**src/rtl/czn_pkg.sv**
```systemverilog
// ----------------------------------------------------------------------------
// czn_pkg
// Types and fixed widths shared by the column z-score normalizer modules.
// ----------------------------------------------------------------------------
`default_nettype none

package czn_pkg;

	localparam int SAMPLE_W  = 32;
	localparam int COL_W     = 4;
	localparam int STD_W     = 31;
	localparam int POS_W     = 6;
	localparam int SUM_W     = 38;
	localparam int CN_W      = 5;
	localparam int CNT_W     = 7;
	localparam int DIV_W     = 72;
	localparam int DIV_CNT_W = 7;
	localparam int ACC_W     = 71;
	localparam int ROOT_IN_W = 62;
	localparam int ROOT_W    = 31;
	localparam int APB_AW    = 3;
	localparam int APB_DW    = 32;

	localparam logic [STD_W-1:0] STD_MAX = '1;

	// Register indexes (paddr bit 2).
	localparam logic REG_USE_GIVEN = 1'b0;
	localparam logic REG_COLS_NORM = 1'b1;

	typedef enum logic [1:0] {
		CMD_PASS,
		CMD_GIVEN,
		CMD_FINISH
	} cmd_kind_t;

	typedef struct packed {
		cmd_kind_t                   kind;
		logic signed [SAMPLE_W-1:0]  sample;
		logic [COL_W-1:0]            col;
		logic                        last;
		logic signed [SAMPLE_W-1:0]  gmean;
		logic [STD_W-1:0]            gstd;
		logic [POS_W-1:0]            pos;
		logic signed [SUM_W-1:0]     sum;
		logic [CNT_W-1:0]            n;
	} cmd_t;

	typedef enum logic [3:0] {
		BK_IDLE,
		BK_DISPATCH,
		BK_MEAN_WAIT,
		BK_SQ_ADDR,
		BK_SQ_DIFF,
		BK_SQ_MUL,
		BK_SQ_ACC,
		BK_VAR_GO,
		BK_VAR_WAIT,
		BK_SQRT_WAIT,
		BK_NRM_ADDR,
		BK_NRM_DIFF,
		BK_NRM_GO,
		BK_NRM_WAIT,
		BK_OUT
	} bk_state_t;

endpackage

`default_nettype wire

```
**src/rtl/czn_cmd_fifo.sv**
```systemverilog
// ----------------------------------------------------------------------------
// czn_cmd_fifo
// Two-entry command queue between the front and the back.
// ----------------------------------------------------------------------------
`default_nettype none

module czn_cmd_fifo (
	input  wire                 clk,
	input  wire                 arst_n,
	input  wire                 push,
	input  czn_pkg::cmd_t       push_cmd,
	input  wire                 pop,
	output czn_pkg::cmd_t       head,
	output logic                full,
	output logic                empty
);

	czn_pkg::cmd_t entry_q [2];
	logic          wr_ptr_q;
	logic          rd_ptr_q;
	logic [1:0]    cnt_q;

	always_ff @(posedge clk or negedge arst_n) begin
		if (!arst_n) begin
			wr_ptr_q <= 1'b0;
			rd_ptr_q <= 1'b0;
			cnt_q    <= '0;
		end else begin
			if (push) begin
				wr_ptr_q <= ~wr_ptr_q;
			end
			if (pop) begin
				rd_ptr_q <= ~rd_ptr_q;
			end
			cnt_q <= cnt_q + {1'b0, push} - {1'b0, pop};
		end
	end

	always_ff @(posedge clk) begin
		if (push) begin
			entry_q[wr_ptr_q] <= push_cmd;
		end
	end

	assign head  = entry_q[rd_ptr_q];
	assign full  = cnt_q == 2'd2;
	assign empty = cnt_q == 2'd0;

endmodule

`default_nettype wire

```
**config.mk**
```make
export PLATFORM = sky130hd
export DESIGN_NAME = czn_cmd_fifo
export DESIGN_NICKNAME = d
export VERILOG_FILES = /design/src/rtl/czn_pkg.sv /design/src/rtl/czn_cmd_fifo.sv
export SDC_FILE = /design/constraint.sdc
export NUM_CORES = 1
export LEC_CHECK = 0
export BUFFER_PORTS_ARGS = -buffer_cell sky130_fd_sc_hd__buf_2
export CORE_MARGIN = 2
export CORE_UTILIZATION = 47
export CTS_BUF_LIST = sky130_fd_sc_hd__clkbuf_16
export DETAILED_ROUTE_END_ITERATION = 8
export PLACE_DENSITY = 0.76
export RECOVER_POWER = 25
export SLEW_MARGIN = 20
export SYNTH_ARGS = -nofsm -noshare
export SYNTH_HDL_FRONTEND = slang
export SYNTH_SLANG_ARGS = --single-unit
```
**constraint.sdc**
```tcl
create_clock -name clk -period 7.05 [get_ports clk]
set_input_delay 0.3525 -clock clk [delete_from_list [all_inputs] [get_ports clk]]
set_output_delay 0.3525 -clock clk [all_outputs]
set_load 0.02 [all_outputs]
```
==> results of run 1 <==
## flip-flops by register name (all words and copies together), names as in the netlist
register / cells
rd_ptr_q: 1
entry_q: 306
cnt_q: 2
wr_ptr_q: 1
## metrics by stage
stage               setup slack (ns)  cell area (sq um)  total power, mW
floorplan                       2.21              11500             4.05
global placement                4.35              13400             4.55
detailed placement              4.31              13400             4.58
CTS                             3.71              15900             6.25
global route                    3.62              15800             6.46
finish                          3.77              15800             6.21
## worst max-delay path by stage
stage / end / slack (ns) / cells past startpoint
global placement: head[20] / 4.35 / 3
detailed placement: head[22] / 4.31 / 3
global route: head[15] / 3.62 / 3
CTS: head[18] / 3.71 / 3
floorplan: entry_q[0][0] / 2.21 / 1
finish: head[15] / 3.77 / 3
## worst max-delay path, stage by stage (launching register included)
cell and delay [ns]:
dfrtp_4 0.83, buf_4 0.88, mux2_2 0.43, buf_2 0.16
## layout make-up
cell class | count | area, sq um | share of cell area [%]
Antenna cell | 3 | 7.51 | 0.0475
Timing Repair Buffer | 468 | 3040 | 19.2
Tap cell | 324 | 405 | 2.56
Multi-Input combinational cell | 162 | 2050 | 13.0
Clock buffer | 31 | 776 | 4.91
Clock inverter | 27 | 230 | 1.46
Sequential cell | 310 | 9290 | 58.8
Inverter | 2 | 7.51 | 0.0475
## kinds of logic after synthesis
logic type,Yosys count,share of synthesized area (%)
adders and majority gates,2,0.218
and+or+nand+nor,4,0.196
xor gates and xnor gates,3,0.360
muxes,153,17.0
buffers and inverters,19,1.24
DFF,310,81.0
## synthesized netlist by cell type, drive strengths merged
| master | number | share of area (%) |
|---|---|---|
| xor3 | 1 | 0.21 |
| inv | 2 | 0.065 |
| edfxtp | 306 | 80 |
| ha | 2 | 0.22 |
| nor2 | 1 | 0.033 |
| and2 | 1 | 0.055 |
| nor2b | 2 | 0.11 |
| xor2 | 2 | 0.15 |
| buf | 17 | 1.2 |
| dfrtp | 4 | 0.87 |
| mux2 | 153 | 17 |
## layout by cell type (no fill, tap or decap), types with 4 or more instances in the layout
| cell | n |
|---|---|
| clkinv_2 | 5 |
| mux2_2 | 93 |
| buf_4 | 6 |
| clkbuf_16 | 31 |
| clkinv_1 | 8 |
| clkbuf_1 | 59 |
| inv_1 | 9 |
| bufinv_16 | 4 |
| dlygate4sd3_1 | 151 |
| buf_2 | 246 |
| edfxtp_1 | 306 |
| mux2_4 | 60 |
| clkbuf_2 | 6 |
## per-layer routing
metal  part of all wire, %  GRT usage (%)  vias to the layer above
met5                     0              0                        -
met4                   3.1           6.72                        0
met3                   6.0           4.21                       52
met2                    51           33.6                      288
met1                    40           22.7                     3187
li1                      -              -                     2932
## where the power goes
part	switching [mW]	internal [mW]
Clock	0.654	0.944
Combinational	1.16	0.856
Sequential	0.147	2.45
Total	1.96	4.25
==> reports/qor.csv, run 1 <==
stage;metric;value;unit
die;Core Region;24100;sq um
layout;fillers;1667;
run;max-cap violation count;0;
setup_path;Critical path origin;rd_ptr_q;
sta;Final Hold Fails;0;
sta;worst slew pin tran;1.04;ns
outcome;status;completed;
global_routing;vias in the first global route;6891;
clocking;Max clock buf depth;3;
sta;Max Fclk;0.305;GHz
setup_path;R2R Setup Slk;4.80;ns
setup_path;critical path peak fanout;67;
clocking;CTS tree;built;
clocking;CTS Hold Bufs;151;
die;Initial Utilization;47.6;%
routing;ANT nets after route;0;
global_routing;gr ovfl total;0;
min_path;Hold Startpoint;push_cmd[152];
synth;syn_nets;650;
die;I/O pin cnt;312;
placement;Buffers on Ports;311;
setup_path;R2R depth;2;
min_path;Hold Path Cell Cnt;1;
setup_path;RR Endpoint;entry_q[1][14];
clocking;Max H-tree Level;1;
placement;post-DP HPWL;14500;um
power_and_ir_drop;Pleak;6.09;nW
layout;Layout area overhead;37.8;%
clocking;Worst-Skew Late Latency;0.54;ns
global_routing;largest net degree at the start of global routing;77;
clocking;CTS Sinks;310;
sta;worst clock skew;0.00589;ns
clocking;Worst-path clk slew;0.06;ns
routing;drt total wl;25100;um
synth;Syn Std Cell Area;11500;sq um
power_and_ir_drop;Pwr Density;393;nW/um^2
min_path;Tightest Hold Check Type;primary input to flip-flop;
die;die extent in y;160;um
placement;Cells after DPL;1115;
global_routing;gr usage total;18.9;%
setup_path;worst r2r src;wr_ptr_q;
sta;slew margin rel.;30.8;%
global_routing;first-pass GRT wire length;37500;um
setup_path;Setup CP Type;flip-flop to output pin;
layout;nets;1134;
routing;Vias/cell;4.87;
clocking;cts bufs inserted;31;
setup_path;required time of the worst setup path;6.70;ns
clocking;clock root buffer;clkbuf_16;
sta;Final setup viols;0;
global_routing;initial antenna violation count;3;
layout;Final Core Density;65.6;%
layout;fraction of layout cells with a size suffix above 1;45.7;%
min_path;WHS Endpoint;entry_q[0][152];
routing;DRC violations left;0;
sta;Tmin final;3.28;ns
die;Die ar.;25700;sq um
sta;Fin Setup TNS;0;ns
clocking;cts repair resizes;0;
sta;unrepaired setup endpoints after global routing;false;
placement;routability cong.;0.828;
sta;fin. max-slew vios;0;
routing;routed vias;6459;
setup_path;startpoint types;flip-flop;
power_and_ir_drop;Worst IR Drop VDD;0.000288;V
sta;final worst-path cycle share;46.5;%
sta;final hold slack;0.0617;ns
setup_path;Crit. End Element;output pin;
synth;Mean Syn Cell Area;23.4;sq um
synth;Distinct cells, synth;13;
synth;yosys warns;0;
synth;register area share after synthesis;81.0;%
routing;Initial DRT Pass Iterations;4;
routing;number of DRC markers in iteration 0;415;
synth;Post-Synthesis Cells;491;
routing;wire length per cell;18.9;um
die;Rows;57;
layout;fin cells;1327;
synth;synthesized flop and latch total;310;
clocking;postcts setup bufs;0;
die;Chip Width;160;um
setup_path;worst path arrival time;2.92;ns
Power figures use the tool's default switching activity.
==> run 2: changes to the inputs <==
--- a/config.mk
+++ b/config.mk
@@ -5,12 +5,13 @@
 export SDC_FILE = /design/constraint.sdc
 export NUM_CORES = 1
 export LEC_CHECK = 0
+export ABC_AREA = 1
 export BUFFER_PORTS_ARGS = -buffer_cell sky130_fd_sc_hd__buf_2
 export CORE_MARGIN = 2
-export CORE_UTILIZATION = 47
+export CORE_UTILIZATION = 53
 export CTS_BUF_LIST = sky130_fd_sc_hd__clkbuf_16
 export DETAILED_ROUTE_END_ITERATION = 8
-export PLACE_DENSITY = 0.76
+export PLACE_DENSITY = 0.8
 export RECOVER_POWER = 25
 export SLEW_MARGIN = 20
 export SYNTH_ARGS = -nofsm -noshare
==> constraint.sdc (replaced) <==
create_clock -name clk -period 3.1 [get_ports clk]
set_input_delay 0.155 -clock clk [delete_from_list [all_inputs] [get_ports clk]]
set_output_delay 0.155 -clock clk [all_outputs]
set_load 0.02 [all_outputs]
==> run 2 against run 1 <==
Against the previous run: register-to-register slack got worse by 3.3 ns; non-clock buffer count increased by 9; global-route usage increased by 4.2 points; core utilization increased by 7.7 points; clock skew increased by 0.0040 ns; clock-buffer cell count unchanged; setup slack got worse by 3.1 ns; largest cell class unchanged.
==> reports/qor.csv, run 2 <==
stage;metric;value;unit;change
routing;Initial DRT Pass Iterations;5;;+1
power_and_ir_drop;Worst IR Drop VDD;0.000600;V;+110%
routing;Vias/cell;5.01;;+2.9%
power_and_ir_drop;Pleak;6.73;nW;+11%
sta;fin. max-slew vios;0;;unchanged
synth;ys async rst share;1.29;%;unchanged
clocking;clock root buffer;clkbuf_16;;
sta;final worst-path cycle share;78.3;%;
synth;syn_nets;983;;+51%
layout;Layout area overhead;35.1;%;
setup_path;startpoint types;flip-flop;;
die;Initial Utilization;54.3;%;+6.7 points
die;Core Region;22000;sq um;-8.9%
sta;Final setup viols;0;;unchanged
clocking;cts bufs inserted;31;;unchanged
layout;most common cell after layout, fill and taps aside;edfxtp_1;;
sta;worst clock skew;0.00987;ns;+0.00398 ns
sta;Final Hold Fails;0;;unchanged
routing;met1 WL;9520;um;-4.5%
setup_path;worst r2r src;wr_ptr_q;;
synth;Synth top cells by count;edfxtp_1, inv_1, nand2_1;;
power_and_ir_drop;combinational power share;36.2;%;+3.8 points
global_routing;first-pass GRT wire length;42700;um;+14%
placement;worst slack, placed;1.26;ns;-3.04 ns
die;die extent in y;154;um;-3.9%
routing;routed vias;8057;;+25%
die;Chip Width;154;um;-3.9%
sta;worst slew pin tran;0.800;ns;-0.237 ns
setup_path;R2R Setup Slk;1.49;ns;-3.31 ns
clocking;CTS tree;built;;
clocking;CTS Sinks;310;;unchanged
sta;Tmin final;2.43;ns;
layout;fin cells;1609;;+21%
layout;Final Core Density;73.3;%;+7.7 points
outcome;status;completed;;
placement;Cells after DPL;1390;;+25%
routing;number of DRC markers in iteration 0;563;;+36%
clocking;Max H-tree Level;1;;unchanged
setup_path;required time of the worst setup path;2.94;ns;-3.76 ns
min_path;Tightest Hold Check Type;primary input to flip-flop;;
synth;cell taking the most area after synthesis;edfxtp_1;;
power_and_ir_drop;sw power;5.44;mW;+180%
routing;ANT nets after route;0;;unchanged
synth;dominant cell by count in the synthesized netlist;edfxtp_1;;
setup_path;worst path arrival time;2.27;ns;-0.65 ns
global_routing;largest net degree at the start of global routing;126;;+64%
clocking;Worst-path clk slew;0.06;ns;about the same
synth;Distinct cells, synth;15;;+2
routing;Max Used Layer;met4;;
layout;max reg flops;306;;unchanged
routing;WL met2;15200;um;+18%
synth;register area share after synthesis;78.0;%;-3.0 points
power_and_ir_drop;Switching Share;37.6;%;+6.0 points
synth;synthesized flop and latch total;310;;unchanged
power_and_ir_drop;Pwr Density;900;nW/um^2;+130%
sta;slew margin rel.;46.6;%;+16 points
min_path;Hold Path Cell Cnt;2;;+1
clocking;Worst-Skew Late Latency;0.55;ns;about the same
setup_path;Crit. End Element;output pin;;
global_routing;initial antenna violation count;3;;unchanged
layout;nets;1459;;+29%
sta;final hold slack;0.337;ns;+0.275 ns
synth;Post-synth EDFFs;306;;unchanged
layout;Largest Register;entry_q;;
placement;routability cong.;0.862;;+4.1%
min_path;WHS Endpoint;entry_q[1][136];;
layout;most frequent cells in the layout;edfxtp_1, buf_2, inv_1;;
run;max-cap violation count;0;;unchanged
sta;final worst slack;0.672;ns;-3.10 ns
global_routing;gr ovfl total;0;;unchanged
routing;DRC violations left;0;;unchanged
power_and_ir_drop;Int Pwr;9.04;mW;+110%
layout;fraction of layout cells with a size suffix above 1;28.1;%;-18 points
placement;Buffers on Ports;311;;unchanged
clocking;postcts setup bufs;0;;unchanged
die;I/O pin cnt;312;;unchanged
die;Rows;54;;-5.3%
routing;drt total wl;27800;um;+11%
power_and_ir_drop;Clk pwr share;23.3;%;-2.4 points
layout;Regs by FF count;entry_q: 306 flops, cnt_q: 2 flops;;
setup_path;R2R depth;2;;unchanged
global_routing;vias in the first global route;8571;;+24%
global_routing;gr usage total;23.1;%;+4.2 points
clocking;Max clock buf depth;3;;unchanged
synth;Syn Std Cell Area;11900;sq um;+3.9%
synth;Post-Synthesis Cells;824;;+68%
routing;met3 WL;1600;um;+6.5%
placement;post-DP HPWL;15500;um;+6.6%
sta;unrepaired setup endpoints after global routing;false;;
synth;post-synth top area share;77.1;%;-3.0 points
min_path;Hold Startpoint;push_cmd[136];;
setup_path;critical path peak fanout;49;;-27%
power_and_ir_drop;Seq pwr share;40.5;%;-1.3 points
synth;Synth area leaders;edfxtp_1, o21ai_2, inv_1;;
synth;ys flop type;edfxtp_1;;
synth;Mean Syn Cell Area;14.5;sq um;-38%
synth;yosys warns;0;;unchanged
setup_path;Setup CP Type;flip-flop to output pin;;
sta;Max Fclk;0.412;GHz;
routing;wire length per cell;17.3;um;-8.7%
setup_path;RR Endpoint;entry_q[0][142];;
die;Die ar.;23700;sq um;-7.7%
[run 2: changes by cell type in the layout (fill, tap and decap cells not counted), moves of 60 or more]
cell,change
mux2_2,-93
mux2_4,-60
inv_1,+158
o21ai_2,+80
nand2_1,+158
o21ai_0,+61
[run 2: worst max path at each step]
stage | depth (start not counted) | slack, ns | endpoint | from
after global placement | 4 | 1.41 | head[66] | rd_ptr_q
after CTS | 4 | 0.66 | head[70] | rd_ptr_q
final | 4 | 0.67 | head[48] | rd_ptr_q
after global routing | 4 | 0.53 | head[48] | rd_ptr_q
after floorplan | 2 | -0.05 | entry_q[1][0] | wr_ptr_q
after detailed placement | 4 | 1.26 | head[70] | rd_ptr_q
[run 2: what timing repair did]
| action | in CTS | in global routing |
|---|---|---|
| endpoints found under the hold margin | 313 | 0 |
| hold buffers | 157 | 0 |
| resized for setup | 0 | 0 |
[run 2: critical path, stage by stage, from the launching register on]
cell	delay (ns)
dfrtp_4	0.76
buf_4	0.49
nand2_1	0.12
o21ai_0	0.13
buf_2	0.21
[run 2: per-layer routing]
layer,global-route usage (%),vias to the layer above
li1,-,3773
met1,23.9,3839
met2,44.0,337
met3,4.54,108
met4,12.1,0
met5,0,-
[run 2: layout make-up]
cell class                 count  area, sq um
tap                          280          350
inverter                     160          604
antenna                        4         10.0
fill                        1328         5870
multi-input combinational    320         1730
clock buffer                  31          776
timing repair buffer         477         3180
sequential                   310         9290
clock inverter                27          144
[run 2: logic make-up (layout without fill, tap and decap cells)]
logic type / after synthesis / in the layout / share of synthesized area (%)
buffers and inverters: 194 / 695 / 7.58
adders and majority gates: 2 / 2 / 0.210
and+or+nand+nor: 163 / 163 / 5.15
other: 0 / 4 / 0
xor gates and xnor gates: 2 / 2 / 0.147
AOI/OAI and AO/OA: 153 / 153 / 8.95
DFF: 310 / 310 / 78.0
[run 2: metrics by stage]
| stage | power, mW | setup TNS [ns] | instance area (sq um) |
|---|---|---|---|
| floorplan | 9.48 | -10.21 | 11900 |
| CTS | 14.5 | 0 | 16200 |
| detailed placement | 10.9 | 0 | 13700 |
| finish | 14.5 | 0 | 16100 |
| global route | 15.1 | 0 | 16100 |
| global placement | 10.8 | 0 | 13700 |
[run 2: power by group through the flow]
stage	clock [mW]	combinational, mW	sequential, mW
after detailed placement	0	5.01	5.93
after global placement	0	4.88	5.90
after global routing	3.59	5.62	5.93
after CTS	3.41	5.20	5.85
final	3.38	5.24	5.86
after floorplan	0	3.63	5.85
==> run 3: changes to the inputs <==
--- a/config.mk
+++ b/config.mk
@@ -5,13 +5,13 @@
 export SDC_FILE = /design/constraint.sdc
 export NUM_CORES = 1
 export LEC_CHECK = 0
-export ABC_AREA = 1
+export ABC_AREA = 0
 export BUFFER_PORTS_ARGS = -buffer_cell sky130_fd_sc_hd__buf_2
 export CORE_MARGIN = 2
-export CORE_UTILIZATION = 53
+export CORE_UTILIZATION = 47
 export CTS_BUF_LIST = sky130_fd_sc_hd__clkbuf_16
 export DETAILED_ROUTE_END_ITERATION = 8
-export PLACE_DENSITY = 0.8
+export PLACE_DENSITY = 0.76
 export RECOVER_POWER = 25
 export SLEW_MARGIN = 20
 export SYNTH_ARGS = -nofsm -noshare
==> constraint.sdc (replaced) <==
create_clock -name clk -period 2 [get_ports clk]
set_input_delay 0.1 -clock clk [delete_from_list [all_inputs] [get_ports clk]]
set_output_delay 0.1 -clock clk [all_outputs]
set_load 0.02 [all_outputs]
==> run 3 against run 2 <==
Against the previous run: setup slack got worse by 0.71 ns; largest power group unchanged; non-clock buffer count increased by 16; flip-flop and latch count unchanged; critical path type unchanged; sequential share of layout area decreased by 1.5 points; die area increased by 8.3%; the run now ends with setup timing left; global-route usage decreased by 3.7 points; first-iteration DRC count decreased by 25%.
==> reports/qor.csv, run 3 (synthesis gave the netlist of run 1 again) <==
stage;metric;value;unit;change
outcome;status;complete, but fails checks;;
outcome;violated checks;setup timing;;
routing;number of DRC markers in iteration 0;423;;-25%
power_and_ir_drop;Switching Share;31.4;%;-6.1 points
clocking;cts bufs inserted;31;;unchanged
die;Initial Utilization;47.6;%;-6.7 points
placement;routability cong.;0.753;;-13%
routing;ANT nets after route;0;;unchanged
die;Core Region;24100;sq um;+9.8%
routing;DRC violations left;0;;unchanged
global_routing;gr ovfl total;0;;unchanged
clocking;Worst-path clk slew;0.06;ns;about the same
min_path;Tightest Hold Check Type;primary input to flip-flop;;
power_and_ir_drop;Clk pwr share;23.8;%;+0.5 points
die;Rows;57;;+5.6%
sta;Tmin final;2.04;ns;
placement;Buffers on Ports;311;;unchanged
power_and_ir_drop;Worst IR Drop VDD;0.00170;V;+180%
routing;drt total wl;27000;um;-3.0%
setup_path;required time of the worst setup path;1.90;ns;-1.04 ns
power_and_ir_drop;sw power;7.30;mW;+34%
clocking;clock root buffer;clkbuf_16;;
die;die extent in y;160;um;+4.1%
setup_path;worst path arrival time;1.94;ns;-0.33 ns
sta;Max Fclk;0.491;GHz;
global_routing;initial antenna violation count;1;;-2
global_routing;largest net degree at the start of global routing;85;;-33%
layout;max reg flops;306;;unchanged
power_and_ir_drop;Int Pwr;15.9;mW;+76%
layout;fin cells;1346;;-16%
layout;Regs by FF count;entry_q: 306 flops, cnt_q: 2 flops;;
layout;most frequent cells in the layout;edfxtp_1, buf_2, dlygate4sd3_1;;
power_and_ir_drop;combinational power share;37.5;%;+1.3 points
power_and_ir_drop;Pwr Density;1410;nW/um^2;+56%
sta;slew margin rel.;65.0;%;+18 points
layout;Layout area overhead;44.0;%;
routing;wire length per cell;20.0;um;+16%
sta;final worst-path cycle share;102;%;
routing;routed vias;6606;;-18%
global_routing;first-pass GRT wire length;38400;um;-10%
sta;Final Hold Fails;0;;unchanged
sta;worst clock skew;0.0109;ns;+0.00104 ns
routing;Vias/cell;4.91;;-2.0%
global_routing;gr usage total;19.3;%;-3.7 points
layout;Largest Register;entry_q;;
sta;unrepaired setup endpoints after global routing;true;;
setup_path;critical path peak fanout;8;;-84%
routing;Initial DRT Pass Iterations;4;;-1
sta;final worst slack;-0.0361;ns;-0.708 ns
setup_path;startpoint types;flip-flop;;
power_and_ir_drop;Seq pwr share;38.7;%;-1.8 points
clocking;CTS tree;built;;
setup_path;worst r2r src;wr_ptr_q;;
sta;Final setup viols;32;;+32
min_path;Hold Startpoint;push_cmd[15];;
clocking;Worst-Skew Late Latency;0.55;ns;about the same
clocking;Max clock buf depth;3;;unchanged
die;Die ar.;25700;sq um;+8.3%
power_and_ir_drop;Pleak;6.40;nW;-5.0%
setup_path;Critical path origin;rd_ptr_q;;
sta;Fin Setup TNS;-0.378;ns;-0.378 ns
layout;Final Core Density;68.5;%;-4.8 points
sta;fin. max-slew vios;0;;unchanged
setup_path;Crit. End Element;output pin;;
layout;fraction of layout cells with a size suffix above 1;47.6;%;+20 points
layout;fillers;1535;;+16%
layout;most common cell after layout, fill and taps aside;edfxtp_1;;
clocking;Max H-tree Level;1;;unchanged
clocking;CTS Sinks;310;;unchanged
die;I/O pin cnt;312;;unchanged
placement;post-DP HPWL;14400;um;-6.6%
layout;nets;1159;;-21%
global_routing;vias in the first global route;7075;;-17%
die;Chip Width;160;um;+4.1%
placement;Cells after DPL;1126;;-19%
setup_path;R2R Setup Slk;0.53;ns;-0.96 ns
setup_path;Setup CP Type;flip-flop to output pin;;
run;max-cap violation count;0;;unchanged
sta;worst slew pin tran;0.524;ns;-0.276 ns
-- run 3: final cells by class --
type / instances / area (sq um) / area share (%)
timing repair buffer: 493 / 3780 / 22.9
inverter: 2 / 7.51 / 0.0455
multi-input combinational: 162 / 2060 / 12.5
tap: 324 / 405 / 2.46
clock buffer: 31 / 776 / 4.70
sequential: 310 / 9290 / 56.3
clock inverter: 23 / 188 / 1.14
antenna: 1 / 2.50 / 0.0152
-- run 3: per-layer routing --
metal  share of wire (%)  wire, um  vias up  track usage [%]
li1                    -         -     2978                -
met1                  37     10100     3291             22.8
met2                  53     14400      287             35.3
met3                 6.8      1840       50             4.75
met4                 2.5       663        0             5.53
met5                   0         0        -                0
-- run 3: path summary, 6_finish.rpt --
kind / to / cells past startpoint
max in group asynchronous: rd_ptr_q / 3
hold reg to reg: wr_ptr_q / 1
hold / removal: entry_q[1][15] / 2
min in group asynchronous: cnt_q[0] / 3
setup reg to reg: entry_q[0][128] / 2
setup / recovery: head[2] / 4
-- run 3: what timing repair did --
action / CTS / global route
setup endpoints to repair: 126 / 113
buffers inserted: 4 / 1
gates cloned: 2 / 2
hold buffers: 157 / 0
endpoints found under the hold margin: 314 / 0
resized for setup: 50 / 61
-- run 3: power by group through the flow --
stage | Combinational, mW | Sequential, mW | Clock [mW]
floorplan | 5.14 | 9.03 | 0
global placement | 7.33 | 8.99 | 0
detailed placement | 7.35 | 9.08 | 0
CTS | 8.24 | 8.94 | 5.60
global route | 9.14 | 9.08 | 5.87
finish | 8.72 | 8.99 | 5.54
-- run 3: critical path: stages (launching register included) --
cell	delay [ns]
dfrtp_4	0.52
buf_12	0.19
buf_6	0.16
mux2_2	0.35
buf_2	0.17
-- run 3: per-stage QoR --
stage	power (mW)	hold WS, ns	setup WS (ns)	area [sq um]
after floorplan	14.2	-0.196	-1.12	11500
after global placement	16.3	-0.0892	0.422	13500
after detailed placement	16.4	-0.0876	0.416	13500
after CTS	22.8	0.247	-0.0772	16300
after global routing	24.1	0.265	-0.0928	16500
final	23.2	0.281	-0.0361	16500
